--- src/rtl/hpmc_ram.sv ---
// ----------------------------------------------------------------------------
// hpmc_ram - generic single-write, single-read RAM
// One write port and one read port; read data is registered.
// ----------------------------------------------------------------------------
`default_nettype none

module hpmc_ram #(
  parameter int WIDTH = 8,
  parameter int DEPTH = 256
) (
  input  wire logic                     clk,
  input  wire logic                     we,
  input  wire logic [$clog2(DEPTH)-1:0] wr_addr,
  input  wire logic [WIDTH-1:0]         wr_data,
  input  wire logic [$clog2(DEPTH)-1:0] rd_addr,
  output      logic [WIDTH-1:0]         rd_data
);

  logic [WIDTH-1:0] mem [DEPTH];

  always_ff @(posedge clk) begin
    if (we) begin
      mem[wr_addr] <= wr_data;
    end
    rd_data <= mem[rd_addr];
  end

endmodule

`default_nettype wire

--- config.mk ---
export PLATFORM = sky130hd
export DESIGN_NAME = hpmc_ram
export DESIGN_NICKNAME = d
export VERILOG_FILES = /design/src/rtl/hpmc_ram.sv
export SDC_FILE = /design/constraint.sdc
export NUM_CORES = 2
export LEC_CHECK = 0
export BUFFER_PORTS_ARGS = -buffer_cell sky130_fd_sc_hd__buf_2
export CAP_MARGIN = 10
export CORE_MARGIN = 5
export CORE_UTILIZATION = 45
export DETAILED_ROUTE_END_ITERATION = 10
export SETUP_SLACK_MARGIN = 0.3
export SLEW_MARGIN = 20
export SYNTH_ARGS = -nofsm -noshare
export SYNTH_HDL_FRONTEND = slang
export SYNTH_SLANG_ARGS = --single-unit
--- constraint.sdc ---
create_clock -name clk -period 3.1 [get_ports clk]
set_input_delay 0.62 -clock clk [delete_from_list [all_inputs] [get_ports clk]]
set_output_delay 0.62 -clock clk [all_outputs]
set_load 0.02 [all_outputs]
==> impl_results.md <==
* CP most frequent cell: buf_12
* Die Y at 430.5 microns
* Initial DRT Pass Iterations at 6
* Critical setup path kind: in2reg
* Post-synth ARST share at 0%
* Vias per inst at 5.904
* Pwr Total at 58.99 mW
* Register area at 61660 sq um
* Max_cap viols at 0
* Count of pins over their slew limit at 0
* Final Cell Area at 93900 sq um
* Max Freq at 372.6 MHz
* Leak Pwr at 30.27 nW
* GRT Total Usage at 22.02%
* Syn-to-layout area delta at 18.03%
* Placed cell area at 87030 sq um
* CP arrival at 3430 ps
* VDD IR-drop max at 0.6250 mV
* Initial Util at 45.22%
* H-tree levels at 4
* Final ANT Viol Nets at 0
* Fin nets at 4392
* Post-DP HPWL at 132100 microns
* Fill cells at 13480
* Total Wirelength at 203900 microns
* Final critical-path share of the clock period at 86.58%
* Post-Syn Area per Cell at 21.31 sq um
* Slew margin rel. at 35.16%
* Row cnt at 154
* TritonCTS clock tree: yes
* Final setup fails at 0
* Worst-path clk slew at 60 ps
* Syn nets at 3759
* Gr ovfl total at 0
* Clk root buf: clkbuf_16
* Hold Fails Final Rpt at 0
* Crit-path leading delay family: simple AND/OR/NAND/NOR gates
* Global placement routability congestion at 0.8334
* Post CTS Setup Buffer Count at 0
* Core area at 175900 sq um
* Post-synthesis cell area at 79560 sq um
* Power per cell area at 628.2 nW/um^2
* RSZ-0062 raised after global routing: no
* TritonCTS Buffers at 206
* CP startpoint kind: input pin
* Worst path bufs/invs at 5
* Layout Cells excl Fill at 6884
* Sequential fraction of the synthesis area at 77.50%
* Fin crit period at 2684 ps
* Die span in x at 430.5 microns
* Worst endpoint required time at 3840 ps
* Area of the multi-input gates at 16550 sq um
* CP Cell Sequence: buf_8 > buf_12 > buf_12 > buf_12 > mux2i_1 > o221ai_1 > a21oi_1 > nor3_1 > nor4_1 > buf_4 > nor4_1
* Worst Hold Class: in2reg
* Vias in the first global route at 40740
* EDFF count, synth at 2048
* Most common flop cell mapped by yosys: edfxtp_1
* Outcome: finished, final reports clean
* # DRC at 0
* Bufs on Longest Clock Path at 3
* Share of layout cells above drive strength 1 at 31.67%
* Largest net degree at the start of global routing at 101
* Die ar. at 185300 sq um
* WL/cell at 29.63 microns
* # IOs at 34
* Initial antenna violation count at 11
* Crit. End Element: flip-flop
* Worst Tran Pin Value at 972.5 ps
* Global-route wire length before repair at 295400 microns
* Ys Warns at 0
* PortBufs at 33
* Max stage delay on crit path at 730 ps
* Netlist cell types at 55
* #FFs+latches synth at 2056
* CTS Sinks at 2056
* Clock Skews at 56.26 ps
* Mapped Cells at 3733
* Slowest stage cell, crit path: nor3_1
* Drt initial violations at 4663
* Crit path max fanout at 28
* Vias post-DR at 40640
* Placed cell count at 6498
* Worst-skew pair later-pin latency at 850 ps
[registers in the layout, summed over array words and instances (netlist names)]
| register | cells |
|---|---|
| rd_data | 8 |
| mem | 2048 |
[placed cells by master, fill, tap and decap left out, types with 5 or more instances in the layout]
cell type / netlist / routed
nor2b_1: 31 / 28
edfxtp_1: 2048 / 2048
diode_2: 0 / 6
a22o_1: 8 / 8
inv_6: 0 / 6
dfxtp_1: 8 / 8
a221oi_1: 13 / 12
buf_12: 8 / 76
bufinv_16: 0 / 25
clkinv_2: 0 / 34
nor4_1: 24 / 22
mux4_2: 454 / 454
clkbuf_16: 0 / 212
nand3_2: 0 / 6
clkinv_1: 1 / 41
buf_4: 27 / 551
nor3_1: 22 / 20
o21ai_0: 10 / 10
and2_1: 6 / 6
o22ai_1: 28 / 28
buf_2: 31 / 21
a21oi_1: 96 / 96
nand2_1: 33 / 33
nand4_1: 10 / 10
nor2_1: 282 / 279
a22oi_1: 133 / 133
a211oi_1: 16 / 16
nand2b_1: 8 / 8
clkinvlp_4: 0 / 7
o221ai_1: 46 / 46
o22a_1: 5 / 5
mux2i_1: 134 / 134
buf_8: 13 / 10
o211ai_1: 10 / 10
clkbuf_1: 111 / 45
nand3_1: 34 / 28
[where the power goes]
part | leakage (nW) | internal (mW) | total, mW | switching (mW)
Combinational | 8.47 | 1.26 | 3.18 | 1.92
Clock | 3.32 | 14.7 | 25.1 | 10.4
Sequential | 18.5 | 30.6 | 30.7 | 0.0577
[area by class of cell]
cell class	count	area share [%]
Multi-Input combinational cell	1442	17.63
Clock inverter	120	1.398
Sequential cell	2056	65.66
Tap cell	2340	3.118
Timing Repair Buffer	658	6.297
Antenna cell	6	0.01599
Inverter	2	0.007995
Clock buffer	260	5.873
[worst reg2reg max path, stage by stage, from the launching register on]
cell and delay (ps):
edfxtp_1 370, mux4_2 540, mux4_2 510, nor2_1 270
a2111oi_2 90, buf_4 140, nor3_1 410, nor4_1 110
[through the flow]
step | hold slack, ps | setup TNS (ps) | worst slack [ps] | util [%]
3_5_place_dp | 1020 | -3773 | -787.4 | 49.47
4_1_cts | 102.6 | 0 | 414.4 | 53.37
2_1_floorplan | 718.9 | 0 | 542.1 | -
3_3_place_gp | 1011 | -4248 | -967.7 | 49.47
6_report | 166.7 | 0 | 416.1 | 53.38
5_1_grt | 129.6 | 0 | 337.4 | 53.37
[layer usage]
layer / global-route usage [%] / vias to the layer above / part of all wire [%]
li1: - / 16990 / -
met1: 31.77 / 21630 / 41
met2: 34.38 / 1743 / 48
met3: 4.812 / 279 / 8.6
met4: 5.929 / 0 / 2.6
met5: 0 / - / 0
[cell usage after synthesis (3+ instances only)]
cell	number	area [sq um]
clkbuf_1	111	416.7
and2_1	6	37.54
o211ai_1	10	75.07
buf_1	22	82.58
a22o_1	8	70.07
nand2_1	33	123.9
o21ai_0	10	50.05
or2_2	4	25.02
a211oi_1	16	120.1
a221oi_1	13	113.9
mux2i_1	134	1341
mux4_2	454	10220
buf_4	27	202.7
nor3_1	22	110.1
edfxtp_1	2048	61500
o221ai_1	46	402.9
nor2_1	282	1059
o32ai_1	4	35.03
nor4_1	24	150.1
o22ai_1	28	175.2
buf_6	21	236.5
nand4_1	10	62.56
dfxtp_1	8	160.2
o22a_1	5	43.79
nand2b_1	8	50.05
a21oi_1	96	480.5
buf_2	31	155.2
buf_12	8	160.2
buf_8	13	195.2
nor4_2	3	37.54
nor2b_1	31	193.9
nand3_1	34	170.2
a22oi_1	133	998.5
[cells by family (layout without fill, tap and decap cells)]
| group | after synthesis | after routing | share of synthesized area (%) |
|---|---|---|---|
| buffers and inverters | 235 | 1040 | 1.831 |
| and+or+nand+nor | 466 | 466 | 2.628 |
| muxes | 591 | 591 | 14.62 |
| DFF | 2056 | 2056 | 77.50 |
| other | 0 | 6 | 0 |
| AOI/OAI and AO/OA | 385 | 385 | 3.419 |
[what timing repair did]
item	CTS	global route
gates cloned	0	0
hold buffers	0	0
pin swaps	0	1
endpoints found under the setup margin	3	1
endpoints found under the hold margin	0	0
gates resized for setup	4	1
[worst paths after layout]
kind | from | endpoint | slack, ps | cells after the start
max reg2reg | mem[131][7] | rd_data[7] | 530 | 7
max | rd_addr[0] | rd_data[7] | 420 | 11
min | wr_data[7] | mem[34][7] | 170 | 1
min reg2reg | mem[168][3] | rd_data[3] | 1070 | 5
No activity file was read; power rests on OpenSTA's default activity.
