===== src/rtl/hpmc_pkg.sv =====
// ----------------------------------------------------------------------------
// hpmc_pkg - shared types and constants of the half-pel motion compensation
// Plane geometry, operation codes, register indexes, sequencer states and
// the control bundle that goes from the sequencer to the tap accumulator.
// ----------------------------------------------------------------------------
`default_nettype none

package hpmc_pkg;

  // Plane geometry
  localparam int MAX_WIDTH  = 256;
  localparam int MAX_HEIGHT = 256;
  localparam int BLOCK_SIZE = 8;

  localparam int XW      = $clog2(MAX_WIDTH);
  localparam int YW      = $clog2(MAX_HEIGHT);
  localparam int ADDR_W  = XW + YW;
  localparam int DEPTH   = MAX_WIDTH * MAX_HEIGHT;
  localparam int BLK_W   = $clog2(BLOCK_SIZE);
  localparam int IDX_W   = 2 * BLK_W;
  localparam int NPIX    = BLOCK_SIZE * BLOCK_SIZE;

  // Field widths
  localparam int PIX_W   = 8;
  localparam int MV_W    = 12;
  localparam int CRD_W   = 12;   // signed reference coordinate before clamping
  localparam int DIM_W   = 9;
  localparam int SUM_W   = PIX_W + 2;
  localparam int OP_W    = 3;

  // Stream payload widths (whole bytes)
  localparam int IN_W    = 80;
  localparam int OUT_W   = 16;

  // Register indexes
  localparam logic REG_FRAME_WIDTH  = 1'b0;
  localparam logic REG_FRAME_HEIGHT = 1'b1;

  // Operation codes
  typedef enum logic [OP_W-1:0] {
    OP_WR_FWD   = 3'd0,
    OP_WR_BWD   = 3'd1,
    OP_PRED_FWD = 3'd2,
    OP_PRED_BWD = 3'd3,
    OP_PRED_BI  = 3'd4
  } op_t;

  // Sequencer states
  typedef enum logic [1:0] {
    ST_IDLE,
    ST_FETCH,
    ST_FINISH
  } state_t;

  // Sequencer to accumulator
  typedef struct packed {
    logic       clear;
    logic       add;
    logic [1:0] tap;
  } acc_ctl_t;

endpackage

`default_nettype wire


===== src/rtl/hpmc_accum.sv =====
// ----------------------------------------------------------------------------
// hpmc_accum - tap accumulator and rounding
// Sums the taps that the vector fractions call for, in both directions at
// once, and forms the rounded one-directional or averaged prediction.
// ----------------------------------------------------------------------------
`default_nettype none

module hpmc_accum
  import hpmc_pkg::*;
(
  input  wire logic             clk,
  input  wire acc_ctl_t         ctl,
  input  wire op_t              op,
  input  wire logic             f_fx,
  input  wire logic             f_fy,
  input  wire logic             b_fx,
  input  wire logic             b_fy,
  input  wire logic [PIX_W-1:0] f_data,
  input  wire logic [PIX_W-1:0] b_data,
  output      logic [PIX_W-1:0] pred
);

  logic [SUM_W-1:0] f_sum;
  logic [SUM_W-1:0] b_sum;
  logic             f_use;
  logic             b_use;
  logic [PIX_W-1:0] f_pred;
  logic [PIX_W-1:0] b_pred;
  logic [PIX_W:0]   bi_sum;

  // tap 0 always, tap 1 with horizontal, tap 2 with vertical, tap 3 with both
  function automatic logic tap_used(logic [1:0] tap, logic fx, logic fy);
    return (tap == 2'd0) || (tap == 2'd1 && fx) || (tap == 2'd2 && fy)
        || (tap == 2'd3 && fx && fy);
  endfunction

  function automatic logic [PIX_W-1:0] round_sum(logic [SUM_W-1:0] s,
                                                  logic fx, logic fy);
    logic [SUM_W-1:0] s1;
    logic [SUM_W-1:0] s2;
    s1 = s + SUM_W'(1);
    s2 = s + SUM_W'(2);
    unique case ({fy, fx})
      2'b00:   return s[PIX_W-1:0];
      2'b11:   return s2[PIX_W+1:2];
      default: return s1[PIX_W:1];
    endcase
  endfunction

  assign f_use = tap_used(ctl.tap, f_fx, f_fy);
  assign b_use = tap_used(ctl.tap, b_fx, b_fy);

  // running tap sums
  always_ff @(posedge clk) begin
    if (ctl.clear) begin
      f_sum <= '0;
      b_sum <= '0;
    end else if (ctl.add) begin
      if (f_use) begin
        f_sum <= f_sum + {{(SUM_W-PIX_W){1'b0}}, f_data};
      end
      if (b_use) begin
        b_sum <= b_sum + {{(SUM_W-PIX_W){1'b0}}, b_data};
      end
    end
  end

  // rounding and direction select
  assign f_pred = round_sum(f_sum, f_fx, f_fy);
  assign b_pred = round_sum(b_sum, b_fx, b_fy);
  assign bi_sum = {1'b0, f_pred} + {1'b0, b_pred} + (PIX_W+1)'(1);

  always_comb begin
    unique case (op)
      OP_PRED_FWD: pred = f_pred;
      OP_PRED_BWD: pred = b_pred;
      default:     pred = bi_sum[PIX_W:1];
    endcase
  end

endmodule

`default_nettype wire


===== config.mk =====
export PLATFORM = sky130hd
export DESIGN_NAME = hpmc_accum
export DESIGN_NICKNAME = d
export VERILOG_FILES = /design/src/rtl/hpmc_pkg.sv /design/src/rtl/hpmc_accum.sv
export SDC_FILE = /design/constraint.sdc
export NUM_CORES = 1
export LEC_CHECK = 0
export ABC_AREA = 1
export BUFFER_PORTS_ARGS = -buffer_cell sky130_fd_sc_hd__buf_2
export CAP_MARGIN = 20
export CORE_MARGIN = 5
export CORE_UTILIZATION = 52
export CTS_BUF_LIST = sky130_fd_sc_hd__clkbuf_16
export DETAILED_ROUTE_END_ITERATION = 10
export GPL_TIMING_DRIVEN = 0
export PLACE_DENSITY = 0.87
export SETUP_SLACK_MARGIN = 0.4
export SLEW_MARGIN = 0
export SYNTH_ARGS = -nofsm -noshare
export SYNTH_HDL_FRONTEND = slang
export SYNTH_SLANG_ARGS = --single-unit

===== constraint.sdc =====
create_clock -name clk -period 2.7 [get_ports clk]
set_input_delay 0.405 -clock clk [delete_from_list [all_inputs] [get_ports clk]]
set_output_delay 0.405 -clock clk [all_outputs]
set_load 0.02 [all_outputs]

==> qor.csv <==
metric,value,unit
#FFs+latches synth,20,
Die Span X,81.9,um
Final period util,1.14,
layout cells sized above 1,0.377,
Mapped Avg Cell Area,6.17,um2
Num CTS Buffers,3,
vias in the first global route,3017,
Worst EP required,2.30,ns
"Distinct cells, synth",40,
Hold WC Path Type,flop to flop,
RSZ-0062 raised after global routing,true,
Area Overhead vs Synth,43.6,%
sequential share of the synthesized area,0.149,
clock sink count,20,
Initial Util,0.530,
DRT Pass-1 Iters,5,
Mapped Cells,436,
Final Critical Period,3.07,ns
DP Worst Slack,-0.593,ns
Longest Clk Path Bufs,2,
"top cells by count, synth","nand2_1 (107), inv_1 (70), o21ai_0 (39), a21oi_1 (38), nand3_1 (29)",
Vias/cell,5.82,
Chip Height,81.9,um
DRC,0,
Mapped Nets,492,
"Max FO, Critical Path",4,
Via Count,3326,
Worst-Skew Late Latency,0.26,ns
critical path's slowest cell,dfxtp_4,
Iteration-0 DRC Markers,276,
worst-margin pin slew,0.533,ns
number of max-cap violations,0,
gpl congestion,0.887,
WL/cell,16.9,um
initial antenna violation count,0,
status,"complete, but fails checks",
setup violators final,7,
# port buffers,34,
CP peak stage delay,0.40,ns
commonest register cell after synthesis,dfxtp_1,
WP data arrival,2.67,ns
Syn Std Cell Area,0.00269,mm2
clock-pin transition on the worst setup and hold timing paths,0.06,ns
Rows,26,
Clock Skews,0.00444,ns
Leakage,1.86,nW
post-DP HPWL,5290,um
Fillers,343,
Nets,558,
ys async rst share,0,
GRT Resource Usage Total,0.263,
Slew HR,0.644,
largest net degree at the start of global routing,13,
CP startpoint kind,flop,
Top-Level Pins,36,
# hold bufs at CTS,0,
most common cell in the synthesized netlist,nand2_1,
grt ovf,0,
CTS tree,done,
worst vdd ir,0.364,mV
core area,0.00507,mm2
final core occ,0.762,
Post-synth EDFFs,0,
"antenna viol nets, final",0,
failing checks,negative setup slack,
first-pass GRT wire length,14000,um
CP Cell Sequence,nand2_1 > nand2_4 > buf_4 > nand3_4 > nor2_4 > nor2_2 > nand2_1 > o21ai_2 > ha_4 > nand2_4 > o21ai_4 > nand4_1 > nand3b_1 > nand3_2 > nand3_2 > buf_6,
critical path type,flop to output pin,
Power Dens Cells,450,mW/mm2
Final Hold Viols,0,
htree depth,1,
n_diodes,0,
Slew Limit Fails,0,
die area,0.00671,mm2
routed wire length,9620,um
Root Driver,clkbuf_16,
"area leader, netlist",nand2_1,
worst setup margin,-0.374,ns
top-area cell type share of the netlist area,0.149,
Synth warnings,0,
top post-synthesis cells by area,"nand2_1 (15%), dfxtp_1 (15%), ha_1 (12%)",
achievable frequency,325,MHz
Critical Path Sink Type,output pin,
sequential cells by signal, indices dropped and copies added, names as in the netlist:
register,flops
b_sum,10
f_sum,10
power breakdown:
part | internal, mW | switching [mW] | leakage [nW]
logic | 0.414 | 0.553 | 1.64
registers | 0.322 | 0.0357 | 0.169
clock network | 0.294 | 0.121 | 0.0511
metrics by stage:
stage	cells	power [mW]	area [um2]	hold slack (ns)	TNS (ns)
after floorplan	436	0.874	2810	0.422	-0.0495
after global placement	540	1.01	3070	0.441	-2.51
after detailed placement	540	1.04	3070	0.447	-2.96
after CTS	560	1.58	3590	0.457	-1.17
after global routing	571	1.84	3860	0.468	-2.68
final	571	1.74	3860	0.457	-1.84
what timing repair did:
item | in CTS | in global routing
setup buffers | 16 | 11
resized for setup | 74 | 52
setup endpoints to repair | 8 | 15
pin swaps | 23 | 30
layout by cell type (no fill, tap or decap), drive strengths merged, types with 3 or more instances in the layout:
cell type | Yosys | routed
nand2 | 119 | 119
inv | 70 | 70
buf | 4 | 65
o21ai | 47 | 47
a21oi | 40 | 40
nand3 | 32 | 32
nor2 | 28 | 28
ha | 25 | 25
dfxtp | 20 | 20
xor2 | 16 | 16
clkbuf | 6 | 9
o21bai | 4 | 4
fa | 3 | 3
cells by family (layout without fill, tap and decap cells):
kind of cell / Yosys count / count (layout) / share of synthesized area
simple gates: 187 / 187 / 0.315
compound gates: 102 / 102 / 0.218
buf+inv: 81 / 146 / 0.121
fa+ha+maj: 28 / 28 / 0.139
flops: 20 / 20 / 0.149
xor+xnor: 18 / 18 / 0.0586
final timing paths:
path                 start       end  slack [ns]  cells past startpoint
setup / recovery  f_sum[2]   pred[5]       -0.37                     16
hold / removal    f_sum[8]  f_sum[8]        0.46                      1
setup reg to reg  b_sum[2]  b_sum[7]        0.55                     12
hold reg to reg   f_sum[8]  f_sum[8]        0.46                      1
worst max-delay path: cells and delay by family (launching register included):
family | cells | cell delay (ns)
buffers and inverters | 2 | 0.27
adders and majority gates | 1 | 0.32
and+or+nand+nor | 11 | 1.18
AOI/OAI and AO/OA | 2 | 0.24
DFF | 1 | 0.40
area by class of cell:
class                   instances  area, um2  area share
multi-input cells             335       2460       0.636
repair buffers                 61        462       0.119
flip-flops and latches         20        423       0.109
inverters                      71        267      0.0690
well taps                      70       87.6      0.0227
clock buffers                   3       75.1      0.0194
plain buffers                  10       63.8      0.0165
clock inverters                 1       30.0     0.00777
metal layers:
layer / GRT usage / up-vias / routed length (um)
li1: - / 1551 / -
met1: 0.330 / 1523 / 3630
met2: 0.451 / 194 / 4690
met3: 0.0296 / 58 / 663
met4: 0.115 / 0 / 646
met5: 0 / - / 0
(Power assumes the default switching activity.)
