[config.mk]
export PLATFORM = sky130hd
export DESIGN_NAME = hpmc_addr_gen
export DESIGN_NICKNAME = d
export VERILOG_FILES = /design/src/rtl/hpmc_pkg.sv /design/src/rtl/hpmc_addr_gen.sv
export SDC_FILE = /design/constraint.sdc
export NUM_CORES = 1
export LEC_CHECK = 0
export BUFFER_PORTS_ARGS = -buffer_cell sky130_fd_sc_hd__buf_2
export CORE_MARGIN = 1
export CORE_UTILIZATION = 25
export DETAILED_ROUTE_END_ITERATION = 8
export SYNTH_ARGS = -nofsm -noshare
export SYNTH_HDL_FRONTEND = slang
export SYNTH_SLANG_ARGS = --single-unit
[constraint.sdc]
create_clock -name vclk -period 4.8
set_clock_uncertainty 0.05 [all_clocks]
set_input_delay 0.48 -clock vclk [all_inputs]
set_output_delay 0.48 -clock vclk [all_outputs]
set_load 0.005 [all_outputs]
[src/rtl/hpmc_pkg.sv]
// ----------------------------------------------------------------------------
// hpmc_pkg - shared types and constants of the half-pel motion compensation
// Plane geometry, operation codes, register indexes, sequencer states and
// the control bundle that goes from the sequencer to the tap accumulator.
// ----------------------------------------------------------------------------
`default_nettype none

package hpmc_pkg;

  // Plane geometry
  localparam int MAX_WIDTH  = 256;
  localparam int MAX_HEIGHT = 256;
  localparam int BLOCK_SIZE = 8;

  localparam int XW      = $clog2(MAX_WIDTH);
  localparam int YW      = $clog2(MAX_HEIGHT);
  localparam int ADDR_W  = XW + YW;
  localparam int DEPTH   = MAX_WIDTH * MAX_HEIGHT;
  localparam int BLK_W   = $clog2(BLOCK_SIZE);
  localparam int IDX_W   = 2 * BLK_W;
  localparam int NPIX    = BLOCK_SIZE * BLOCK_SIZE;

  // Field widths
  localparam int PIX_W   = 8;
  localparam int MV_W    = 12;
  localparam int CRD_W   = 12;   // signed reference coordinate before clamping
  localparam int DIM_W   = 9;
  localparam int SUM_W   = PIX_W + 2;
  localparam int OP_W    = 3;

  // Stream payload widths (whole bytes)
  localparam int IN_W    = 80;
  localparam int OUT_W   = 16;

  // Register indexes
  localparam logic REG_FRAME_WIDTH  = 1'b0;
  localparam logic REG_FRAME_HEIGHT = 1'b1;

  // Operation codes
  typedef enum logic [OP_W-1:0] {
    OP_WR_FWD   = 3'd0,
    OP_WR_BWD   = 3'd1,
    OP_PRED_FWD = 3'd2,
    OP_PRED_BWD = 3'd3,
    OP_PRED_BI  = 3'd4
  } op_t;

  // Sequencer states
  typedef enum logic [1:0] {
    ST_IDLE,
    ST_FETCH,
    ST_FINISH
  } state_t;

  // Sequencer to accumulator
  typedef struct packed {
    logic       clear;
    logic       add;
    logic [1:0] tap;
  } acc_ctl_t;

endpackage

`default_nettype wire

[src/rtl/hpmc_addr_gen.sv]
// ----------------------------------------------------------------------------
// hpmc_addr_gen - reference tap address
// Adds block column/row and tap offset to the motion-shifted origin, clamps
// the result to the frame and forms the plane address.
// ----------------------------------------------------------------------------
`default_nettype none

module hpmc_addr_gen
  import hpmc_pkg::*;
(
  input  wire logic signed [CRD_W-1:0] org_x,
  input  wire logic signed [CRD_W-1:0] org_y,
  input  wire logic [BLK_W-1:0]        col,
  input  wire logic [BLK_W-1:0]        row,
  input  wire logic                    dx,
  input  wire logic                    dy,
  input  wire logic [XW-1:0]           x_max,
  input  wire logic [YW-1:0]           y_max,
  output      logic [ADDR_W-1:0]       addr
);

  logic signed [CRD_W-1:0] px;
  logic signed [CRD_W-1:0] py;
  logic [XW-1:0]           cx;
  logic [YW-1:0]           cy;

  assign px = org_x + $signed({{(CRD_W-BLK_W){1'b0}}, col})
                    + $signed({{(CRD_W-1){1'b0}}, dx});
  assign py = org_y + $signed({{(CRD_W-BLK_W){1'b0}}, row})
                    + $signed({{(CRD_W-1){1'b0}}, dy});

  // clamp to [0, max]
  always_comb begin
    priority if (px < 0) begin
      cx = '0;
    end else if (px > $signed({{(CRD_W-XW){1'b0}}, x_max})) begin
      cx = x_max;
    end else begin
      cx = px[XW-1:0];
    end
  end

  always_comb begin
    priority if (py < 0) begin
      cy = '0;
    end else if (py > $signed({{(CRD_W-YW){1'b0}}, y_max})) begin
      cy = y_max;
    end else begin
      cy = py[YW-1:0];
    end
  end

  // row * MAX_WIDTH + column
  assign addr = {cy, cx};

endmodule

`default_nettype wire

==> flow_metrics.env, run 1 <==
export IMPL_synthesis_nets=241
export IMPL_drt_iter0_markers=34
export IMPL_final_area_sq_um=1650
export IMPL_vdd_drop_max_mv=0.0413
export IMPL_path_class="input port to primary output"
export IMPL_maxCapViolCount=0
export IMPL_seqCellArea_sq_um=0
export IMPL_worst_path_max_fanout=6
export IMPL_cts_resized_gates=0
export IMPL_path_cells="buf_2 -> inv_1 -> fa_1 -> fa_1 -> inv_1 -> a21o_1 -> nand4_1 -> xnor2_1 -> ha_1 -> nand4_1 -> a21oi_1 -> o32a_1 -> nor2_1 -> a2111oi_2 -> buf_2"
export IMPL_cts_hold_fix_buffers=0
export IMPL_place_area_sq_um=1650
export IMPL_setup_viol=0
export IMPL_setup_tns_ns=0
export IMPL_clock_buffers=0
export IMPL_nFillCells=546
export IMPL_synth_compound_area_share=0.232
export IMPL_die_area_sq_um=5290
export IMPL_min_delay_start="x_max[2]"
export IMPL_routabilityCongestion=0.927
export IMPL_final_hold_viol_count=0
export IMPL_synth_area_top_cells="ha_1 (20%), inv_1 (8.4%), fa_1 (6.4%)"
export IMPL_num_vias=1414
export IMPL_grt_pass1_wl_um=5280
export IMPL_dr_pass1_iters=4
export IMPL_period_share=0.906
export IMPL_io_buffers=64
export IMPL_netlist_instances=169
export IMPL_num_nets_final=306
export IMPL_critPathRequiredTime_ns=4.27
export IMPL_synth_mux_area_frac=0.0320
export IMPL_rsz0062_at_grt="no"
export IMPL_wl_per_cell_um=11.5
export IMPL_clock_fmax_mhz=230
export IMPL_cp_slowest_cell="fa_1"
export IMPL_fin_crit_ns=4.35
export IMPL_n_sequential_cell=0
export IMPL_critical_path_top_delay_family="adder cells"
export IMPL_dp_slack_ns=0.448
export IMPL_cp_start_kind="input port"
export IMPL_critPathMaxStageDelay_ns=0.47
export IMPL_synthAdderAreaFrac=0.264
export IMPL_synth_xor_area_frac=0.0911
export IMPL_tightest_slew_ns=0.694
export IMPL_hold_path_class="input port to primary output"
export IMPL_io_pins=64
export IMPL_final_layout_size_suffix_gt1_frac=0.332
export IMPL_p_leak_nw=0.873
export IMPL_critPathArrivalTime_ns=3.82
export IMPL_grt_max_degree=14
export IMPL_synthSimpleGateAreaFrac=0.284
export IMPL_worstPathBufferInverterCount=4
export IMPL_wirelength_um=3450
export IMPL_slew_headroom=0.531
export IMPL_synth_top_family_by_area="simple AND/OR/NAND/NOR gates"
export IMPL_areaGrowthSynthToFinish_pct=31.7
export IMPL_end_kind="primary output"
export IMPL_drtAntennaViolNets=0
export IMPL_ys_warn_count=0
export IMPL_die_w_um=72.7
export IMPL_holdWs_ns=1.23
export IMPL_viasPerCell=4.73
export IMPL_overflow=0
export IMPL_final_common_cell="buf_2"
export IMPL_synth_area_sq_um=1250
export IMPL_gr_usage_all_layers=0.120
export IMPL_finalMaxSlewViolations=0
export IMPL_yosysSeqAreaShare=0
export IMPL_post_cts_buffers=0
export IMPL_diodes=0
export IMPL_outcome="complete, no violations"
export IMPL_worstHoldEndpoint="addr[2]"
export IMPL_fp_dieH_um=72.7
export IMPL_holdPathStages=4
export IMPL_final_cell_mix="buf_2 (64), inv_1 (28), ha_1 (20), nor2_1 (13)"
export IMPL_hpwl_um=3030
export IMPL_synth_distinct_cells=42
export IMPL_placementRows=25
export IMPL_syn_area_per_cell_sq_um=7.40
export IMPL_power_density_nw_per_um2=105
export IMPL_antenna_found_initial=0
export IMPL_grt_pass1_vias=1190
export IMPL_finish_utilization=0.346
export IMPL_synth_top_area_share=0.200
export IMPL_yosys_area_top_type="ha_1"
export IMPL_multiInputGateArea_sq_um=1130
export IMPL_core_sq_um=4750
export IMPL_drc=0
export IMPL_setup_ws_ns=0.451
export IMPL_initial_utilization=0.263
## final cells by class
cell class,instances,share of cell area
timing repair buffer,65,0.199
inverter,28,0.0638
multi-input combinational,139,0.686
tap,67,0.0509
## kinds of logic after synthesis
logic type / Yosys count
xor gates and xnor gates: 13
muxes: 4
and+or+nand+nor: 63
adders and majority gates: 24
buffers and inverters: 30
AOI/OAI and AO/OA: 35
## per-stage QoR
step | std cells | power [mW]
CTS | 299 | 0.174
global placement | 299 | 0.172
floorplan | 169 | 0.113
detailed placement | 299 | 0.172
global route | 299 | 0.194
finish | 299 | 0.173
## per-layer routing
metal | up-vias | wire (um) | global-route usage
li1 | 738 | - | -
met1 | 644 | 1680 | 0.167
met2 | 32 | 1630 | 0.215
met3 | 0 | 132 | 0.00691
met4 | 0 | 0 | 0
met5 | - | 0 | 0
## worst max-delay path by stage
stage | slack, ns | endpoint | depth (start not counted) | startpoint
floorplan | 0.90 | addr[0] | 13 | org_x[0]
global placement | 0.48 | addr[0] | 15 | org_x[0]
detailed placement | 0.45 | addr[0] | 15 | org_x[0]
CTS | 0.45 | addr[0] | 15 | org_x[0]
global route | 0.17 | addr[0] | 15 | org_x[0]
finish | 0.45 | addr[0] | 15 | org_x[0]
## Yosys cell counts, types with 5 or more instances
cell      count
nor2_1       13
nand2_1      12
inv_1        28
a211oi_1      5
xnor2_1       8
xor2_1        5
nand3_1       6
a21oi_1      12
ha_1         20
nand4_1       7
## power breakdown
part           internal (mW)  leakage, nW  switching, mW
clock                      0            0              0
sequential                 0            0              0
combinational         0.0795        0.873         0.0935
Power figures use the tool's default switching activity.
==> run 2, diff against run 1 <==
- ABC_AREA: not set -> 1
==> flow_metrics.env, run 2 <==
export IMPL_yosysSeqAreaShare=0
export IMPL_antenna_found_initial=0
export IMPL_power_density_nw_per_um2=103
export IMPL_setup_tns_ns=0
export IMPL_synth_area_top_cells="ha_1 (18%), nand2_1 (14%), inv_1 (12%)"
export IMPL_gr_usage_all_layers=0.119
export IMPL_min_delay_start="x_max[3]"
export IMPL_worst_path_max_fanout=9
export IMPL_final_common_cell="buf_2"
export IMPL_synth_top_area_share=0.175
export IMPL_grt_pass1_wl_um=6220
export IMPL_path_cells="buf_2 -> inv_1 -> fa_1 -> fa_1 -> inv_1 -> nand2_1 -> nand2_1 -> nand3_1 -> xnor2_1 -> ha_1 -> nand2_1 -> nor2_1 -> nand2_1 -> nand2_1 -> nand2_1 -> nand2_4 -> nand2_1 -> a21oi_1 -> buf_2"
export IMPL_vdd_drop_max_mv=0.0503
export IMPL_synth_most_common_cell="nand2_1"
export IMPL_synth_area_sq_um=1430
export IMPL_core_sq_um=5510
export IMPL_final_area_sq_um=1830
export IMPL_grt_pass1_vias=1514
export IMPL_period_share=0.782
export IMPL_cts_resized_gates=0
export IMPL_final_hold_viol_count=0
export IMPL_die_area_sq_um=6020
export IMPL_hpwl_um=3160
export IMPL_diodes=0
export IMPL_worst_path_most_repeated_cell="nand2_1"
export IMPL_rsz0062_at_grt="no"
export IMPL_cp_slowest_cell="fa_1"
export IMPL_num_nets_final=374
export IMPL_final_layout_size_suffix_gt1_frac=0.300
export IMPL_io_buffers=64
export IMPL_synthesis_nets=309
export IMPL_p_leak_nw=1.11
export IMPL_cp_start_kind="input port"
export IMPL_initial_utilization=0.259
export IMPL_n_sequential_cell=0
export IMPL_path_class="input port to primary output"
export IMPL_routabilityCongestion=0.806
export IMPL_critPathRequiredTime_ns=4.27
export IMPL_tightest_slew_ns=0.394
export IMPL_worstHoldEndpoint="addr[3]"
export IMPL_place_area_sq_um=1830
export IMPL_critPathMaxStageDelay_ns=0.44
export IMPL_clock_fmax_mhz=266
export IMPL_fp_dieH_um=77.6
export IMPL_viasPerCell=4.35
export IMPL_wl_per_cell_um=9.42
export IMPL_synth_distinct_cells=24
export IMPL_critPathArrivalTime_ns=3.22
export IMPL_finalMaxSlewViolations=0
export IMPL_drc=0
export IMPL_syn_area_per_cell_sq_um=6.02
export IMPL_post_cts_buffers=0
export IMPL_p_total_uw=188
export IMPL_clock_buffers=0
export IMPL_dr_pass1_iters=4
export IMPL_drt_iter0_markers=38
export IMPL_final_cell_mix="buf_2 (64), nand2_1 (54), inv_1 (46), nand3_1 (25), a21oi_1 (22)"
export IMPL_drtAntennaViolNets=0
export IMPL_die_w_um=77.6
export IMPL_seqCellArea_sq_um=0
export IMPL_areaGrowthSynthToFinish_pct=28.2
export IMPL_maxCapViolCount=0
export IMPL_slew_headroom=0.736
export IMPL_placementRows=27
export IMPL_yosys_area_top_type="ha_1"
export IMPL_netlist_instances=237
export IMPL_wirelength_um=3500
export IMPL_synth_common_cells="nand2_1 (54), inv_1 (46), nand3_1 (25)"
export IMPL_fin_crit_ns=3.75
export IMPL_overflow=0
export IMPL_ys_warn_count=0
export IMPL_hold_path_class="input port to primary output"
export IMPL_finish_utilization=0.332
export IMPL_io_pins=64
export IMPL_num_vias=1617
export IMPL_holdPathStages=4
export IMPL_outcome="complete, no violations"
export IMPL_setup_viol=0
export IMPL_grt_max_degree=10
export IMPL_end_kind="primary output"
export IMPL_cts_hold_fix_buffers=0
==> run 2: changes by cell type after synthesis, sizes merged, moves of 4 or more <==
cell | previous run | this run
a211oi | 6 | 0
mux2i | 4 | 0
nor2 | 13 | 20
nand3 | 6 | 28
inv | 28 | 46
nor3 | 5 | 0
a21oi | 12 | 24
nor4 | 4 | 0
nand2 | 12 | 67
==> run 2: worst max path at each step <==
stage | from | to | slack (ns)
floorplan | org_x[0] | addr[0] | 1.48
global placement | org_x[0] | addr[1] | 1.05
detailed placement | org_x[0] | addr[1] | 1.03
CTS | org_x[0] | addr[1] | 1.02
global route | org_x[0] | addr[0] | 0.80
finish | org_x[0] | addr[1] | 1.05
==> run 2: cell families (layout without fill, tap and decap cells) <==
group / after synthesis / after routing / share of synthesized area
fa+ha+maj: 24 / 24 / 0.231
compound gates: 29 / 29 / 0.112
simple gates: 122 / 122 / 0.428
buf+inv: 47 / 110 / 0.126
xor+xnor: 15 / 15 / 0.103
==> run 2: worst max-delay path, delay by kind of cell <==
| family | cells | cell delay (ns) |
|---|---|---|
| XOR/XNOR | 1 | 0.16 |
| AO/OA/AOI/OAI | 1 | 0.13 |
| AND/OR/NAND/NOR | 10 | 0.97 |
| adder cells (fa/ha/maj) | 3 | 1.15 |
| buffers and inverters | 4 | 0.34 |
==> run 2: where the power goes <==
part	internal [mW]	switching [mW]	total, mW	leakage (nW)
clock network	0	0	0	0
logic	0.0781	0.110	0.188	1.11
registers	0	0	0	0
total	0.0781	0.110	0.188	1.11
==> run 2: routing by layer <==
layer  share of wire  GRT usage  vias to the layer above
met2            0.49      0.231                       36
met5               0          0                        -
met4               0          0                        0
met1            0.48      0.152                      700
met3           0.039    0.00588                        0
li1                -          -                      881
==> run 2: layout make-up <==
type                            count  area [sq um]
Fill cell                         616          3680
Inverter                           46           173
Multi-Input combinational cell    190          1250
Tap cell                           72          90.1
Timing Repair Buffer               64           320
==> run 2: stage by stage <==
step | instances | setup WS (ns) | hold WS (ns)
finish | 372 | 1.05 | 1.23
global route | 372 | 0.798 | 1.25
CTS | 372 | 1.02 | 1.24
detailed placement | 372 | 1.03 | 1.24
global placement | 372 | 1.05 | 1.23
floorplan | 237 | 1.48 | 1.01
==> run 3, diff against run 2 <==
- clock period: 4.8 -> 3.8 ns (I/O delays scaled with it)
==> flow_metrics.env, run 3 (synthesis results as in run 2) <==
export IMPL_finalMaxSlewViolations=0
export IMPL_outcome="complete, no violations"
export IMPL_maxCapViolCount=0
export IMPL_core_sq_um=5510
export IMPL_place_area_sq_um=1830
export IMPL_drc=0
export IMPL_grt_max_degree=10
export IMPL_final_layout_size_suffix_gt1_frac=0.303
export IMPL_fp_dieH_um=77.6
export IMPL_diodes=0
export IMPL_grt_pass1_vias=1504
export IMPL_final_cell_mix="buf_2 (64), nand2_1 (53), inv_1 (46), nand3_1 (25), a21oi_1 (22)"
export IMPL_overflow=0
export IMPL_rsz0062_at_grt="no"
export IMPL_dr_pass1_iters=4
export IMPL_hpwl_um=3140
export IMPL_seqCellArea_sq_um=0
export IMPL_viasPerCell=4.33
export IMPL_die_area_sq_um=6020
export IMPL_wl_per_cell_um=9.31
export IMPL_grt_pass1_wl_um=6110
export IMPL_cts_hold_fix_buffers=0
export IMPL_path_class="input port to primary output"
export IMPL_routabilityCongestion=0.806
export IMPL_placementRows=27
export IMPL_hold_path_class="input port to primary output"
export IMPL_cp_start_kind="input port"
export IMPL_fin_crit_ns=3.50
export IMPL_period_share=0.921
export IMPL_io_buffers=64
export IMPL_initial_utilization=0.259
export IMPL_gr_usage_all_layers=0.116
export IMPL_io_pins=64
export IMPL_drtAntennaViolNets=0
export IMPL_tightest_slew_ns=0.418
export IMPL_power_density_nw_per_um2=130
export IMPL_clock_buffers=0
export IMPL_setup_tns_ns=0
export IMPL_critPathArrivalTime_ns=3.07
export IMPL_num_nets_final=374
export IMPL_vdd_drop_max_mv=0.0605
export IMPL_wirelength_um=3460
export IMPL_worst_path_max_fanout=9
export IMPL_areaGrowthSynthToFinish_pct=28.4
export IMPL_final_area_sq_um=1830
export IMPL_num_vias=1609
export IMPL_nFillCells=613
export IMPL_final_hold_viol_count=0
export IMPL_final_common_cell="buf_2"
export IMPL_antenna_found_initial=0
export IMPL_clock_fmax_mhz=286
export IMPL_holdWs_ns=1.03
export IMPL_slew_headroom=0.720
export IMPL_n_sequential_cell=0
export IMPL_p_leak_nw=1.11
export IMPL_critPathRequiredTime_ns=3.37
export IMPL_drt_iter0_markers=49
export IMPL_setup_viol=0
export IMPL_end_kind="primary output"
export IMPL_die_w_um=77.6
==> run 3: cell counts in the layout (fill, tap and decap cells not counted) <==
No cell type changed its count.
==> run 3: metrics by stage <==
stage               cells  setup slack (ns)  power [mW]  utilization
floorplan             237             0.675       0.162            -
global placement      372             0.253       0.235        0.332
detailed placement    372             0.217       0.239        0.332
CTS                   372             0.200       0.240        0.332
global route          372            0.0811       0.276        0.333
finish                372             0.298       0.238        0.333
==> run 3: area by class of cell <==
cell class	count	area [sq um]	share of cell area
inverter	46	173	0.0942
timing repair buffer	64	320	0.175
tap	72	90.1	0.0491
multi-input combinational	190	1250	0.682
==> run 3: worst max-delay path, cell delays in order <==
cell	delay (ns)
buf_2	0.08
inv_1	0.05
fa_1	0.45
fa_1	0.43
inv_1	0.09
nand2_1	0.05
nand2_1	0.06
nand3_1	0.09
xnor2_1	0.16
ha_1	0.28
nand2_1	0.06
nor2_1	0.15
nand2_1	0.07
nand2_1	0.07
nand2_2	0.12
nand2_4	0.15
nand2_1	0.07
a21oi_1	0.13
buf_2	0.13
==> run 3: final timing paths <==
path	end	cells after the start	startpoint	slack, ns
worst max-delay path	addr[0]	19	org_x[0]	0.30
worst min-delay path	addr[3]	4	x_max[3]	1.03
==> run 3: metal layers <==
metal | GRT usage | vias up | wire (um)
li1 | - | 881 | -
met2 | 0.232 | 36 | 1660
met5 | 0 | - | 0
met3 | 0.00353 | 0 | 131
met1 | 0.145 | 692 | 1670
met4 | 0 | 0 | 0
==> run 3: what timing repair did <==
item / CTS / global route
setup endpoints to repair: 0 / 3
gates resized for setup: 0 / 1
buffers inserted: 0 / 0
hold endpoints to repair: 0 / 0
==> run 3: power breakdown <==
| group | internal [mW] | switching (mW) | total, mW |
|---|---|---|---|
| clock network | 0 | 0 | 0 |
| registers | 0 | 0 | 0 |
| logic | 0.0991 | 0.139 | 0.238 |
